<file path="src/design/rlm_pkg.sv">
`timescale 1ns / 1ps
// ---------------------------------------------------------------------------
// rlm_pkg
// shared types and codes of the resource lock manager
// ---------------------------------------------------------------------------
package rlm_pkg;

   localparam int ProcW   = 4;
   localparam int ResW    = 4;
   localparam int StatusW = 3;
   localparam int PresW   = 5;

   // operation codes
   localparam logic OP_REQUEST = 1'b0;
   localparam logic OP_RELEASE = 1'b1;

   // status codes
   localparam logic [StatusW-1:0] ST_GRANTED   = 3'd0;
   localparam logic [StatusW-1:0] ST_QUEUED    = 3'd1;
   localparam logic [StatusW-1:0] ST_RELEASED  = 3'd2;
   localparam logic [StatusW-1:0] ST_REL_ERROR = 3'd3;
   localparam logic [StatusW-1:0] ST_DROPPED   = 3'd4;

   localparam logic [PresW-1:0] PRESENT_RESET = 5'd16;

   typedef struct packed {
      logic            operation;
      logic [ProcW-1:0] process;
      logic [ResW-1:0]  resource;
   } req_type;

   typedef struct packed {
      logic [StatusW-1:0] status;
      logic               woke_valid;
      logic [ProcW-1:0]   woke_process;
   } rsp_type;

   typedef struct packed {
      logic [ProcW-1:0] process;
      logic [ResW-1:0]  resource;
   } wait_entry_type;

endpackage

</file>
<file path="src/design/resource_lock_manager_top.sv">
`timescale 1ns / 1ps
// ---------------------------------------------------------------------------
// resource_lock_manager_top
// mutex lock manager with a shared fifo wait queue
// ---------------------------------------------------------------------------
// usage: each req_ transfer is a request or release of one resource by one
// process; exactly one rsp_ transfer follows with status and the woken waiter.
// req_stall is high from the accepting edge until the result is loaded into
// the output register, so one item is in flight at a time.
// a request or a failed release passes through DECIDE to FINISH, which raises
// rsp_valid; req_stall falls at the same edge.
// a good release scans the wait queue memory through one compare unit, one
// entry per cycle, and closes the gap behind the matching waiter in the same
// pass, then goes to FINISH; the scan grows with the number of queued entries.
// the queue memory has a registered read port, so each entry is compared once
// its read data is registered.
// when rsp_stall holds the output register, the finished result waits in
// the finish state and req_stall stays high; a pending result is held stable.
// csr_write_enable loads resources_present; write it only while idle.
// reset (synchronous, active high) frees every resource, empties the queue,
// sets resources_present to 16 and drops any pending result.
// ---------------------------------------------------------------------------
module resource_lock_manager_top
   import rlm_pkg::*;
#(
   parameter int NUM_RESOURCES = 16,
   parameter int WAIT_DEPTH    = 16
) (
   input  logic             clock,
   input  logic             reset,
   // request channel
   input  logic             req_valid,
   output logic             req_stall,
   input  req_type          req_data,
   // result channel
   output logic             rsp_valid,
   input  logic             rsp_stall,
   output rsp_type          rsp_data,
   // configuration
   input  logic             csr_write_enable,
   input  logic [PresW-1:0] csr_write_data
);

   // only ids reachable by the resource field need owner storage
   localparam int OwnDepth = (NUM_RESOURCES < (1 << ResW)) ? NUM_RESOURCES : (1 << ResW);
   localparam int OwnIw    = (OwnDepth > 1) ? $clog2(OwnDepth) : 1;
   localparam int Iw       = (WAIT_DEPTH > 1) ? $clog2(WAIT_DEPTH) : 1;
   localparam int Cw       = $clog2(WAIT_DEPTH + 1);
   localparam logic [8:0]    NumResW = 9'(NUM_RESOURCES);
   localparam logic [Cw-1:0] DepthW  = Cw'(WAIT_DEPTH);

   typedef enum logic [1:0] {
      IDLE,
      DECIDE,
      SCAN,
      FINISH
   } state_type;

   // control and result registers
   state_type            state_ff, state_in;
   req_type              req_ff, req_in;
   rsp_type              result_ff, result_in;
   logic                 rsp_valid_ff, rsp_valid_in;
   rsp_type              rsp_data_ff, rsp_data_in;
   logic [PresW-1:0]     present_ff, present_in;
   logic [Cw-1:0]        count_ff, count_in;
   // scan unit
   logic [Cw-1:0]        rd_ptr_ff, rd_ptr_in;
   logic [Iw-1:0]        chk_ptr_ff, chk_ptr_in;
   logic                 chk_vld_ff, chk_vld_in;
   logic                 found_ff, found_in;
   // owner table
   logic [OwnDepth-1:0]  owner_valid_ff, owner_valid_in;
   logic [ProcW-1:0]     owner_proc_ff [OwnDepth];
   logic [ProcW-1:0]     owner_proc_in [OwnDepth];

   // wait queue memory
   wait_entry_type       wait_mem [WAIT_DEPTH];
   wait_entry_type       rd_data_ff;
   logic                 mem_we;
   logic [Iw-1:0]        mem_wa;
   wait_entry_type       mem_wd;
   logic [Iw-1:0]        mem_ra;

   logic                 res_exists;
   logic [OwnIw-1:0]     own_idx;
   logic                 issue;

   assign req_stall = (state_ff != IDLE);
   assign rsp_valid = rsp_valid_ff;
   assign rsp_data  = rsp_data_ff;

   // existence check against the register and the table size
   assign res_exists = ({1'b0, req_ff.resource} < present_ff) &&
                       ({5'd0, req_ff.resource} < NumResW);
   assign own_idx    = res_exists ? req_ff.resource[OwnIw-1:0] : '0;

   // another queue entry still to be read
   assign issue = (rd_ptr_ff < count_ff);

   always_comb begin
      state_in       = state_ff;
      req_in         = req_ff;
      result_in      = result_ff;
      rsp_valid_in   = rsp_valid_ff;
      rsp_data_in    = rsp_data_ff;
      present_in     = present_ff;
      count_in       = count_ff;
      rd_ptr_in      = rd_ptr_ff;
      chk_ptr_in     = chk_ptr_ff;
      chk_vld_in     = chk_vld_ff;
      found_in       = found_ff;
      owner_valid_in = owner_valid_ff;
      owner_proc_in  = owner_proc_ff;
      mem_we         = 1'b0;
      mem_wa         = '0;
      mem_wd         = rd_data_ff;
      mem_ra         = '0;

      if (csr_write_enable) begin
         present_in = csr_write_data;
      end

      // output register drains on a transfer
      if (rsp_valid_ff && !rsp_stall) begin
         rsp_valid_in = 1'b0;
      end

      case (state_ff)
         IDLE: begin
            if (req_valid) begin
               req_in   = req_data;
               state_in = DECIDE;
            end
         end

         DECIDE: begin
            result_in.woke_valid   = 1'b0;
            result_in.woke_process = '0;
            state_in               = FINISH;
            if (req_ff.operation == OP_REQUEST) begin
               if (res_exists && !owner_valid_ff[own_idx]) begin
                  owner_valid_in[own_idx] = 1'b1;
                  owner_proc_in[own_idx]  = req_ff.process;
                  result_in.status        = ST_GRANTED;
               end else if (count_ff < DepthW) begin
                  // append at the tail
                  mem_we           = 1'b1;
                  mem_wa           = count_ff[Iw-1:0];
                  mem_wd.process   = req_ff.process;
                  mem_wd.resource  = req_ff.resource;
                  count_in         = count_ff + 1'b1;
                  result_in.status = ST_QUEUED;
               end else begin
                  result_in.status = ST_DROPPED;
               end
            end else begin
               if (res_exists && owner_valid_ff[own_idx] &&
                   (owner_proc_ff[own_idx] == req_ff.process)) begin
                  owner_valid_in[own_idx] = 1'b0;
                  result_in.status        = ST_RELEASED;
                  rd_ptr_in               = '0;
                  chk_vld_in              = 1'b0;
                  found_in                = 1'b0;
                  state_in                = SCAN;
               end else begin
                  result_in.status = ST_REL_ERROR;
               end
            end
         end

         SCAN: begin
            // read side: one entry per cycle, data checked from the read register
            chk_vld_in = issue;
            if (issue) begin
               mem_ra     = rd_ptr_ff[Iw-1:0];
               rd_ptr_in  = rd_ptr_ff + 1'b1;
               chk_ptr_in = rd_ptr_ff[Iw-1:0];
            end
            if (chk_vld_ff) begin
               if (!found_ff) begin
                  // oldest waiter for this resource
                  if (rd_data_ff.resource == req_ff.resource) begin
                     found_in               = 1'b1;
                     result_in.woke_valid   = 1'b1;
                     result_in.woke_process = rd_data_ff.process;
                  end
               end else begin
                  // shift entries behind the gap down by one
                  mem_we = 1'b1;
                  mem_wa = chk_ptr_ff - Iw'(1);
                  mem_wd = rd_data_ff;
               end
            end
            if (!issue && !chk_vld_ff) begin
               if (found_ff) begin
                  count_in = count_ff - 1'b1;
               end
               state_in = FINISH;
            end
         end

         FINISH: begin
            if (!rsp_valid_ff || !rsp_stall) begin
               rsp_valid_in = 1'b1;
               rsp_data_in  = result_ff;
               state_in     = IDLE;
            end
         end

         default: begin
            state_in = IDLE;
         end
      endcase
   end

   always_ff @(posedge clock) begin
      if (reset) begin
         state_ff       <= IDLE;
         rsp_valid_ff   <= 1'b0;
         present_ff     <= PRESENT_RESET;
         count_ff       <= '0;
         chk_vld_ff     <= 1'b0;
         found_ff       <= 1'b0;
         owner_valid_ff <= '0;
      end else begin
         state_ff       <= state_in;
         rsp_valid_ff   <= rsp_valid_in;
         present_ff     <= present_in;
         count_ff       <= count_in;
         chk_vld_ff     <= chk_vld_in;
         found_ff       <= found_in;
         owner_valid_ff <= owner_valid_in;
      end
      req_ff        <= req_in;
      result_ff     <= result_in;
      rsp_data_ff   <= rsp_data_in;
      rd_ptr_ff     <= rd_ptr_in;
      chk_ptr_ff    <= chk_ptr_in;
      owner_proc_ff <= owner_proc_in;
   end

   // queue memory, one write and one registered read per cycle
   always_ff @(posedge clock) begin
      if (mem_we) begin
         wait_mem[mem_wa] <= mem_wd;
      end
      rd_data_ff <= wait_mem[mem_ra];
   end

endmodule

</file>
<file path="config.mk">
export PLATFORM = sky130hd
export DESIGN_NAME = resource_lock_manager_top
export DESIGN_NICKNAME = d
export VERILOG_FILES = /design/src/design/rlm_pkg.sv /design/src/design/resource_lock_manager_top.sv
export SDC_FILE = /design/constraint.sdc
export NUM_CORES = 1
export LEC_CHECK = 0
export ABC_CLOCK_PERIOD_IN_PS = 4750
export BUFFER_PORTS_ARGS = -buffer_cell sky130_fd_sc_hd__buf_4
export CAP_MARGIN = 20
export CORE_ASPECT_RATIO = 0.8
export CORE_MARGIN = 2
export CORE_UTILIZATION = 50
export DETAILED_ROUTE_END_ITERATION = 8
export PLACE_DENSITY = 0.66
export SLEW_MARGIN = 20
export SYNTH_ARGS = -nofsm -noshare
export SYNTH_HDL_FRONTEND = slang
export SYNTH_SLANG_ARGS = --single-unit
</file>
<file path="constraint.sdc">
create_clock -name clock -period 4.75 [get_ports clock]
set_clock_uncertainty 0.1 [all_clocks]
set_input_delay 0.475 -clock clock [delete_from_list [all_inputs] [get_ports clock]]
set_output_delay 0.475 -clock clock [all_outputs]
set_load 0.05 [all_outputs]
</file>
==> impl.org, run 1 <==
** Outcome
- Run status :: completed

** Run
- # Max-Cap Violations :: 0

** Critical path
- Along the worst path, the maximum fanout reaches 17.
- CP cell instances :: ha_1 -> nor3_2 -> nor3_4 -> a21o_1 -> o221ai_1 -> a22oi_4 -> a21oi_2 -> o41ai_2 -> or3b_1 -> nor2_1
- Endpoint class of the critical path :: flop
- The slowest stage of the critical path belongs to the cell sky130_fd_sc_hd__nor3_4.
- Setup slack on the worst reg-to-reg path comes out at 290 ps.
- End of the worst register-to-register path :: wait_mem[7][5]
- In this run the number of cells on the critical path is 10.
- Delay-heaviest family, CP :: simple AND/OR/NAND/NOR gates
- The setup path with the least slack is of type reg -> reg.
- The critical path starts at req_ff[2].
- Measured in cells, the most critical reg-to-reg path has a length of 10.
- The worst setup path is launched from a flop.
- In this design, the stage delay of the slowest critical-path cell is 650 ps.
- Endpoint of the most critical setup path :: wait_mem[7][5]
- Worst endpoint required time :: just under 5000 ps
- Source of the worst register-to-register timing path :: req_ff[2]
- Total buffers and inverters traversed by the critical path :: 0
- Data on the critical path arrives at its endpoint at roughly 4500 ps.

** Clocking
- Inserted Clock Buffers :: 28
- CTS saw 265 sinks.
- CTS H-tree depth :: 1
- Number of buffers on the longest clock path :: 3
- Clock latency at the later pin of the worst-skew pair :: ~540 ps
- After clock tree synthesis, the clock-pin slew on the worst setup and hold paths is about 60 ps.
- Post-CTS repair changed the size of 0 cells.
- TritonCTS clock tree :: yes
- After clock tree synthesis, the flow added hold-fix buffers numbering 7.
- In this run the clock root is driven by a sky130_fd_sc_hd__clkbuf_16.
- Post-CTS setup buffer count :: 0

** Power and ir drop
- Total Power :: 7.16 mW
- Worst vdd rail ir drop :: 0.267 mV
- Power per cell area :: around 540 nW/um2
- For this design the static power due to leakage is between 4 and 5 nW.

** Die
- During I/O placement, the number of pins put on the boundary was 29.
- Row cnt :: 50
- The floorplan step set the die height to 141 um.
- Die width :: 176 um
- The initial utilization of the core area, before any placement, comes to between 50% and 60%.
- The total area inside the core boundary comes to 23300 um2.
- The die covers between 20000 and 25000 um2.

** Timing
- Pin slew with the least headroom to its limit :: 1070 ps
- Headroom to the max-slew limit came out at 28.0%.
- The final number of max-transition violations was 0.
- Setup TNS :: 0 ps
- The clock period could shrink to around 4500 ps.
- Setup violations remaining at the end of the flow were counted as 0.
- The hold violation total from the final report is 0.
- On the final layout, the worst hold slack is 20.2 ps.
- The final critical path takes up between 90% and 100% of the cycle.
- Setup repair after global routing left no endpoint under its margin.
- Max Clk Rate :: between 200 and 250 MHz

** GRT
- Pin count of the biggest net entering global routing :: 61
- Global routing used between 20% and 30% of the available tracks.
- The initial antenna violation count was 0.
- Via count of the first global-routing pass :: about 7000
- GRT busiest layer :: met1
- Met3 track demand over resource :: 6.04%
- Global routing consumed, on the met2 layer, around 30% of the routing resources.
- The total overflow left after global routing is 0.
- Global routing used 35.5% of the available met1 tracks.
- The first global-routing pass estimated around 43 mm of wire.

** Yosys
- Count of different cell masters after synthesis :: between 70 and 80
- The most used flip-flop cell after synthesis is sky130_fd_sc_hd__edfxtp_1.
- Sequential cell area fraction in the yosys report :: between 60% and 70%
- Post-Synthesis Mean Instance Area :: ~13 um2
- Synthesis handed over a netlist of 895 instances.
- Post-synth EDFFs :: ~230
- Fraction of registers with async set/reset :: 0%
- After synthesis the netlist holds a flip-flop and latch count of around 270.
- In this run the cell area of the synthesized design comes to approximately 12000 um2.
- Yosys printed 0 warnings.
- Synthesis produced a netlist with a net count of around 930.

** Layout
- Cells with a size suffix above 1 make up about 16% of the layout.
- The area growth from synthesis to layout is 13.6%.
- 0 antenna diodes ended up in the layout.
- In the final design database the tool counted slightly below 1000 nets.

** Detailed routing
- Summed over all layers, the routed wires come to 27.5 mm.
- Number of DRC violations after detailed routing :: 0
- After the first detailed-routing iteration, the DRC count stood at approximately 930.
- The detailed router placed approximately 7500 vias in this run.
- DRT Pass-1 Iters :: 6
- Remaining antenna violation count :: 0
- Vias per Instance :: approximately 5.9
- Post-detailed-route wirelength per cell :: 21.5 um

** Place
- Once detailed placement completed, the half-perimeter wirelength came to ~18 mm.
- The congestion estimate from routability-driven global placement came to 0.918.
- Buffers on Ports :: 28

** Hold path
- The tightest min-delay check is of the in -> reg type.
## metal layers
metal / up-vias / wire length, um
met3: 52 / 2640
li1: 3475 / -
met4: 0 / 647
met2: 304 / 11100
met5: - / 0
met1: 3642 / 13100
## synth_stat cells, types with 6 or more instances
master	n	area, um2
sky130_fd_sc_hd__mux2_2	23	259
sky130_fd_sc_hd__o21ai_0	19	95.1
sky130_fd_sc_hd__mux2i_1	54	541
sky130_fd_sc_hd__o221a_2	7	78.8
sky130_fd_sc_hd__and2_1	19	119
sky130_fd_sc_hd__edfxtp_1	226	6790
sky130_fd_sc_hd__buf_2	7	35.0
sky130_fd_sc_hd__nor3_1	12	60.1
sky130_fd_sc_hd__a21o_1	7	52.6
sky130_fd_sc_hd__ha_1	17	213
sky130_fd_sc_hd__nand2_1	56	210
sky130_fd_sc_hd__nor2_1	95	357
sky130_fd_sc_hd__o211ai_1	20	150
sky130_fd_sc_hd__inv_1	37	139
sky130_fd_sc_hd__nand2b_1	10	62.6
sky130_fd_sc_hd__xnor2_1	7	61.3
sky130_fd_sc_hd__xor2_1	7	61.3
sky130_fd_sc_hd__o22ai_1	8	50.1
sky130_fd_sc_hd__nand3_1	17	85.1
sky130_fd_sc_hd__dfxtp_1	39	781
sky130_fd_sc_hd__nor4_1	8	50.1
sky130_fd_sc_hd__a211oi_1	19	143
sky130_fd_sc_hd__or3_1	6	37.5
sky130_fd_sc_hd__clkbuf_1	28	105
sky130_fd_sc_hd__a31oi_1	27	169
sky130_fd_sc_hd__a21oi_1	21	105
## worst min path at each step
stage,from,endpoint,depth (start not counted)
floorplan,result_ff[0],rsp_data[0],0
global placement,result_ff[7],rsp_data[7],0
detailed placement,result_ff[1],rsp_data[1],0
CTS,req_data[1],req_ff[1],1
global route,req_data[2],req_ff[2],1
finish,req_data[2],req_ff[2],1
## layout by cell type (no fill, tap or decap), types with 5 or more instances in the layout
master	synthesis	routed
sky130_fd_sc_hd__mux4_2	5	5
sky130_fd_sc_hd__nor3_1	12	12
sky130_fd_sc_hd__a21o_1	7	7
sky130_fd_sc_hd__nand2_1	56	56
sky130_fd_sc_hd__nand4_1	5	5
sky130_fd_sc_hd__o221a_2	7	7
sky130_fd_sc_hd__clkbuf_16	0	29
sky130_fd_sc_hd__or3_1	6	6
sky130_fd_sc_hd__buf_4	5	57
sky130_fd_sc_hd__ha_1	17	17
sky130_fd_sc_hd__a21oi_1	21	21
sky130_fd_sc_hd__mux2_2	23	23
sky130_fd_sc_hd__o31ai_1	5	5
sky130_fd_sc_hd__o211ai_1	20	20
sky130_fd_sc_hd__dlygate4sd3_1	0	8
sky130_fd_sc_hd__nor4_1	8	8
sky130_fd_sc_hd__clkinv_1	1	7
sky130_fd_sc_hd__o22ai_1	8	8
sky130_fd_sc_hd__inv_1	37	37
sky130_fd_sc_hd__nand2b_1	10	10
sky130_fd_sc_hd__nor2_1	95	95
sky130_fd_sc_hd__and2_1	19	19
sky130_fd_sc_hd__mux2i_1	54	54
sky130_fd_sc_hd__xnor2_1	7	7
sky130_fd_sc_hd__a211oi_1	19	19
sky130_fd_sc_hd__nand3_1	17	17
sky130_fd_sc_hd__a31oi_1	27	27
sky130_fd_sc_hd__clkbuf_1	28	7
sky130_fd_sc_hd__xor2_1	7	7
sky130_fd_sc_hd__edfxtp_1	226	226
sky130_fd_sc_hd__o21ai_0	19	19
sky130_fd_sc_hd__dfxtp_1	39	39
## report_power, final
part | switching, mW | internal [mW]
clock network | 0.863 | 1.36
registers | 0.174 | 2.91
logic | 1.27 | 0.590
total | 2.31 | 4.86
## logic make-up (layout without fill, tap and decap cells)
family	Yosys count	count (layout)	synth area share, %
AND/OR/NAND/NOR	255	255	10.6
XOR/XNOR	14	14	1.04
AO/OA/AOI/OAI	173	173	11.1
multiplexers	82	82	7.75
adder cells (fa/ha/maj)	18	18	1.98
buffers and inverters	88	155	3.24
flip-flops	265	265	64.3
## sequential cells by signal, indices dropped and copies added (netlist names), named ones only
signal and flops:
wait_mem 128, owner_proc_ff 64, req_ff 9, rd_data_ff 8
result_ff 8, rsp_data 8, count_ff 5, present_ff 5
rd_ptr_ff 5, chk_ptr_ff 4, state_ff 2, chk_vld_ff 1
found_ff 1, rsp_valid 1
## stage by stage
step | instance area, um2 | std cells | setup slack (ps) | util (%)
after global routing | 13400 | 1274 | 92.2 | 57.5
after global placement | 12400 | 1215 | 541 | 53.1
after CTS | 13400 | 1273 | 352 | 57.4
final | 13400 | 1274 | 292 | 57.5
after detailed placement | 12400 | 1215 | 379 | 53.1
after floorplan | 11800 | 895 | 1110 | -
## area by class of cell
class                           instances  area [um2]
Sequential cell                       265        7570
Multi-Input combinational cell        542        3830
Fill cell                            1866        9890
Clock buffer                           38         779
Inverter                               39         146
Timing Repair Buffer                   65         508
Clock inverter                         13         158
Tap cell                              312         390
Power figures use the tool's default switching activity.
==> run 2, diff against run 1 <==
CTS_BUF_LIST = sky130_fd_sc_hd__clkbuf_8   (was unset)
==> run 2 against run 1 <==
Compared with the run above: via count up 1.1%; hold slack better by 37 ps; largest power group unchanged; total power down 5.9%; setup slack better by 50 ps; cell area down 1.1%; sequential power about the same; sequential cell count unchanged; first-iteration DRC count up 0.22%; core utilization down 0.61 points; clock-buffer cell count up 9; wire length up 0.68%; die area unchanged.
==> impl.org, run 2 (synthesis results as in run 1) <==
** Die
- Die Y :: 141 um (unchanged)
- Row cnt :: 50 (unchanged)
- The width of the die was 176 um (unchanged).
- The starting density of the core came to 50.6% (unchanged).
- The count of pins on the block boundary is 29 (unchanged).
- The overall die area was 24800 um2 (unchanged).
- The area inside the core boundary is 23300 um2 (unchanged).

** Timing
- Max transition margin :: 29.9% (+1.9 points)
- The share of the clock period used by the worst path after layout was 92.8% (-1.1 points).
- Number of endpoints failing setup at the final stage :: 0 (unchanged)
- The time the worst path needs with I/O delays and setup is 4410 ps (-50.2 ps).
- The maximum clock frequency is 227 MHz (+1.1%).
- The hold violation total from the final report is 0 (unchanged).
- Final count of pins violating max slew :: 0 (unchanged)
- Setup repair after global routing left no endpoint under its margin.
- Setup TNS :: 0 ps (unchanged)
- The transition at the pin with the smallest max-transition slack was 1040 ps (-28.1 ps).

** Critical path
- The setup slack of the worst register-to-register path was 340 ps (+50 ps).
- Source of the worst register-to-register timing path :: req_ff[2]
- End of the worst register-to-register path :: wait_mem[14][1]
- The required time of the critical path is 4820 ps (about the same).
- Endpoint of the most critical setup path :: wait_mem[14][1]
- Startpoint type of the worst setup path :: flop
- Critical path type :: reg -> reg
- The most critical setup path has its startpoint at req_ff[2].
- The number of cells traversed by the worst register-to-register path is 10 (unchanged).
- CP arrival :: 4470 ps (-50 ps)
- Worst-path maximum fanout :: 17 (unchanged)
- The worst setup path is captured at a flop.

** Clocking
- Post-CTS setup buffer count :: 0 (unchanged)
- TritonCTS built the clock tree.
- The CTS H-tree depth came to 2 (+1).
- Buffer cell driving the clock tree root :: sky130_fd_sc_hd__clkbuf_8
- The clock-pin slew of the registers on the worst-case setup and hold paths came to 60 ps (about the same).
- The number of buffers on the longest clock path was 3 (unchanged).
- The later-pin clock latency in the skew report was 550 ps (about the same).
- Inserted Clock Buffers :: 44 (+57%)
- Clock sink count :: 265 (unchanged)

** Layout
- Flip-flop count of the largest register, all copies and words added :: 128 (unchanged)
- The share of cells above drive strength 1 was 17.7% (+1.4 points).
- Antenna diode count :: 0 (unchanged)
- Leaving out fill and tap cells, the most frequent cell in the layout is sky130_fd_sc_hd__edfxtp_1.
- The post-layout utilization of the core is 56.9% (-0.61 points).
- The number of filler instances in the final layout is 1906 (+2.1%).
- The largest registers in the layout are wait_mem (128), owner_proc_ff (64), req_ff (9).
- Commonest non-fill, non-tap cells in the layout :: sky130_fd_sc_hd__edfxtp_1, sky130_fd_sc_hd__nor2_1, sky130_fd_sc_hd__buf_4
- The number of standard cells in the layout, taps in and fillers out came to 1303 (+2.3%).
- Number of nets in the finished design :: 995 (+1.7%)
- Register name with the most flops :: wait_mem
- Relative to the synthesized area, the layout overhead comes to 12.4%.

** GRT
- Via count of the first global-routing pass :: 7305 (+1.4%)
- The first-pass GRT wire length was 42.9 mm (+0.96%).
- Sum of overflow across all layers after global routing :: 0 (unchanged)
- The pin count of the biggest net entering global routing was 61 (unchanged).
- GRT Total Usage :: 22.8% (+0.37 points)
- The initial antenna violation count was 0 (unchanged).

** Detailed routing
- The via density per instance is 5.80 (-1.2%).
- Remaining antenna violation count :: 0 (unchanged)
- The final routed wirelength across all metal layers is 27.6 mm (+0.68%).
- DRT Pass-1 Iters :: 5 (-1)
- Total number of vias :: 7555 (+1.1%)
- Initial drt markers :: 931 (+0.22%)
- The residual DRC count came to 0 (unchanged).
- Post-detailed-route wirelength per cell :: 21.2 um (-1.6%)

** Power and ir drop
- The largest voltage drop on the vdd net is 0.270 mV (+1.3%).
- The total power consumption of the routed design is 6.74 mW (-5.9%).
- Pleak :: 4.69 nW (+0.39%)
- Power per cell area :: 509 nW/um2 (-4.9%)

** Place
- Detailed placer's ending HPWL :: 18.4 mm (unchanged)
- Inst Count DP :: 1215 (unchanged)
- Final weighted congestion in routability-driven placement :: 0.918 (unchanged)
- The count of input and output buffers was 28 (unchanged).

** Run
- The count of maximum capacitance violations was 0 (unchanged).

** Hold path
- The min-delay analysis places its worst path in the category in -> reg.

** Outcome
- Run status :: completed
## run 2: repair_timing
item	in CTS	in global routing
hold buffers	9	0
gates resized for setup	0	0
endpoints found under the hold margin	9	0
## run 2: per-layer routing
layer | share of wire (%) | wire, um | track usage (%)
met5 | 0 | 0 | 0
met4 | 1.7 | 482 | 6.74
met3 | 9.4 | 2600 | 6.12
met2 | 41 | 11300 | 31.0
met1 | 48 | 13200 | 35.6
## run 2: area by class of cell
class / instances / area [um2] / area share (%)
flip-flops and latches: 265 / 7570 / 57.2
clock buffers: 47 / 647 / 4.89
repair buffers: 66 / 518 / 3.91
inverters: 39 / 146 / 1.11
well taps: 312 / 390 / 2.95
clock inverters: 32 / 138 / 1.04
multi-input cells: 542 / 3830 / 28.9
## run 2: how the worst min path moves through the flow
| stage | from | endpoint | slack, ps | cells past startpoint |
|---|---|---|---|---|
| 2_1_floorplan | result_ff[0] | rsp_data[0] | 300 | 0 |
| 3_3_place_gp | result_ff[7] | rsp_data[7] | 300 | 0 |
| 3_5_place_dp | result_ff[1] | rsp_data[1] | 310 | 0 |
| 4_1_cts | csr_write_data[4] | present_ff[4] | 20 | 3 |
| 5_1_grt | csr_write_data[4] | present_ff[4] | 50 | 3 |
| 6_report | csr_write_data[4] | present_ff[4] | 60 | 3 |
## run 2: stage by stage
stage | setup WS (ps) | cell area [um2] | hold slack, ps
finish | 342 | 13200 | 57.6
global route | 78.7 | 13200 | 50.8
CTS | 334 | 13200 | 23.2
detailed placement | 379 | 12400 | 305
global placement | 541 | 12400 | 304
floorplan | 1110 | 11800 | 300
## run 2: report_power, final
group | leakage (nW) | switching (mW) | internal, mW | total (mW)
clock network | 0.472 | 0.878 | 0.913 | 1.79
registers | 2.36 | 0.175 | 2.91 | 3.09
logic | 1.85 | 1.27 | 0.590 | 1.86
total | 4.69 | 2.32 | 4.41 | 6.74
## run 2: critical path: stages (launching register included)
cell                       delay, ps
sky130_fd_sc_hd__edfxtp_1        400
sky130_fd_sc_hd__ha_1            310
sky130_fd_sc_hd__nor3_2           70
sky130_fd_sc_hd__nor3_4          640
sky130_fd_sc_hd__a21o_1          390
sky130_fd_sc_hd__o221ai_1        220
sky130_fd_sc_hd__a22oi_4         310
sky130_fd_sc_hd__a21oi_2         170
sky130_fd_sc_hd__o32ai_1         400
sky130_fd_sc_hd__or3b_1          440
sky130_fd_sc_hd__nor2_1          570
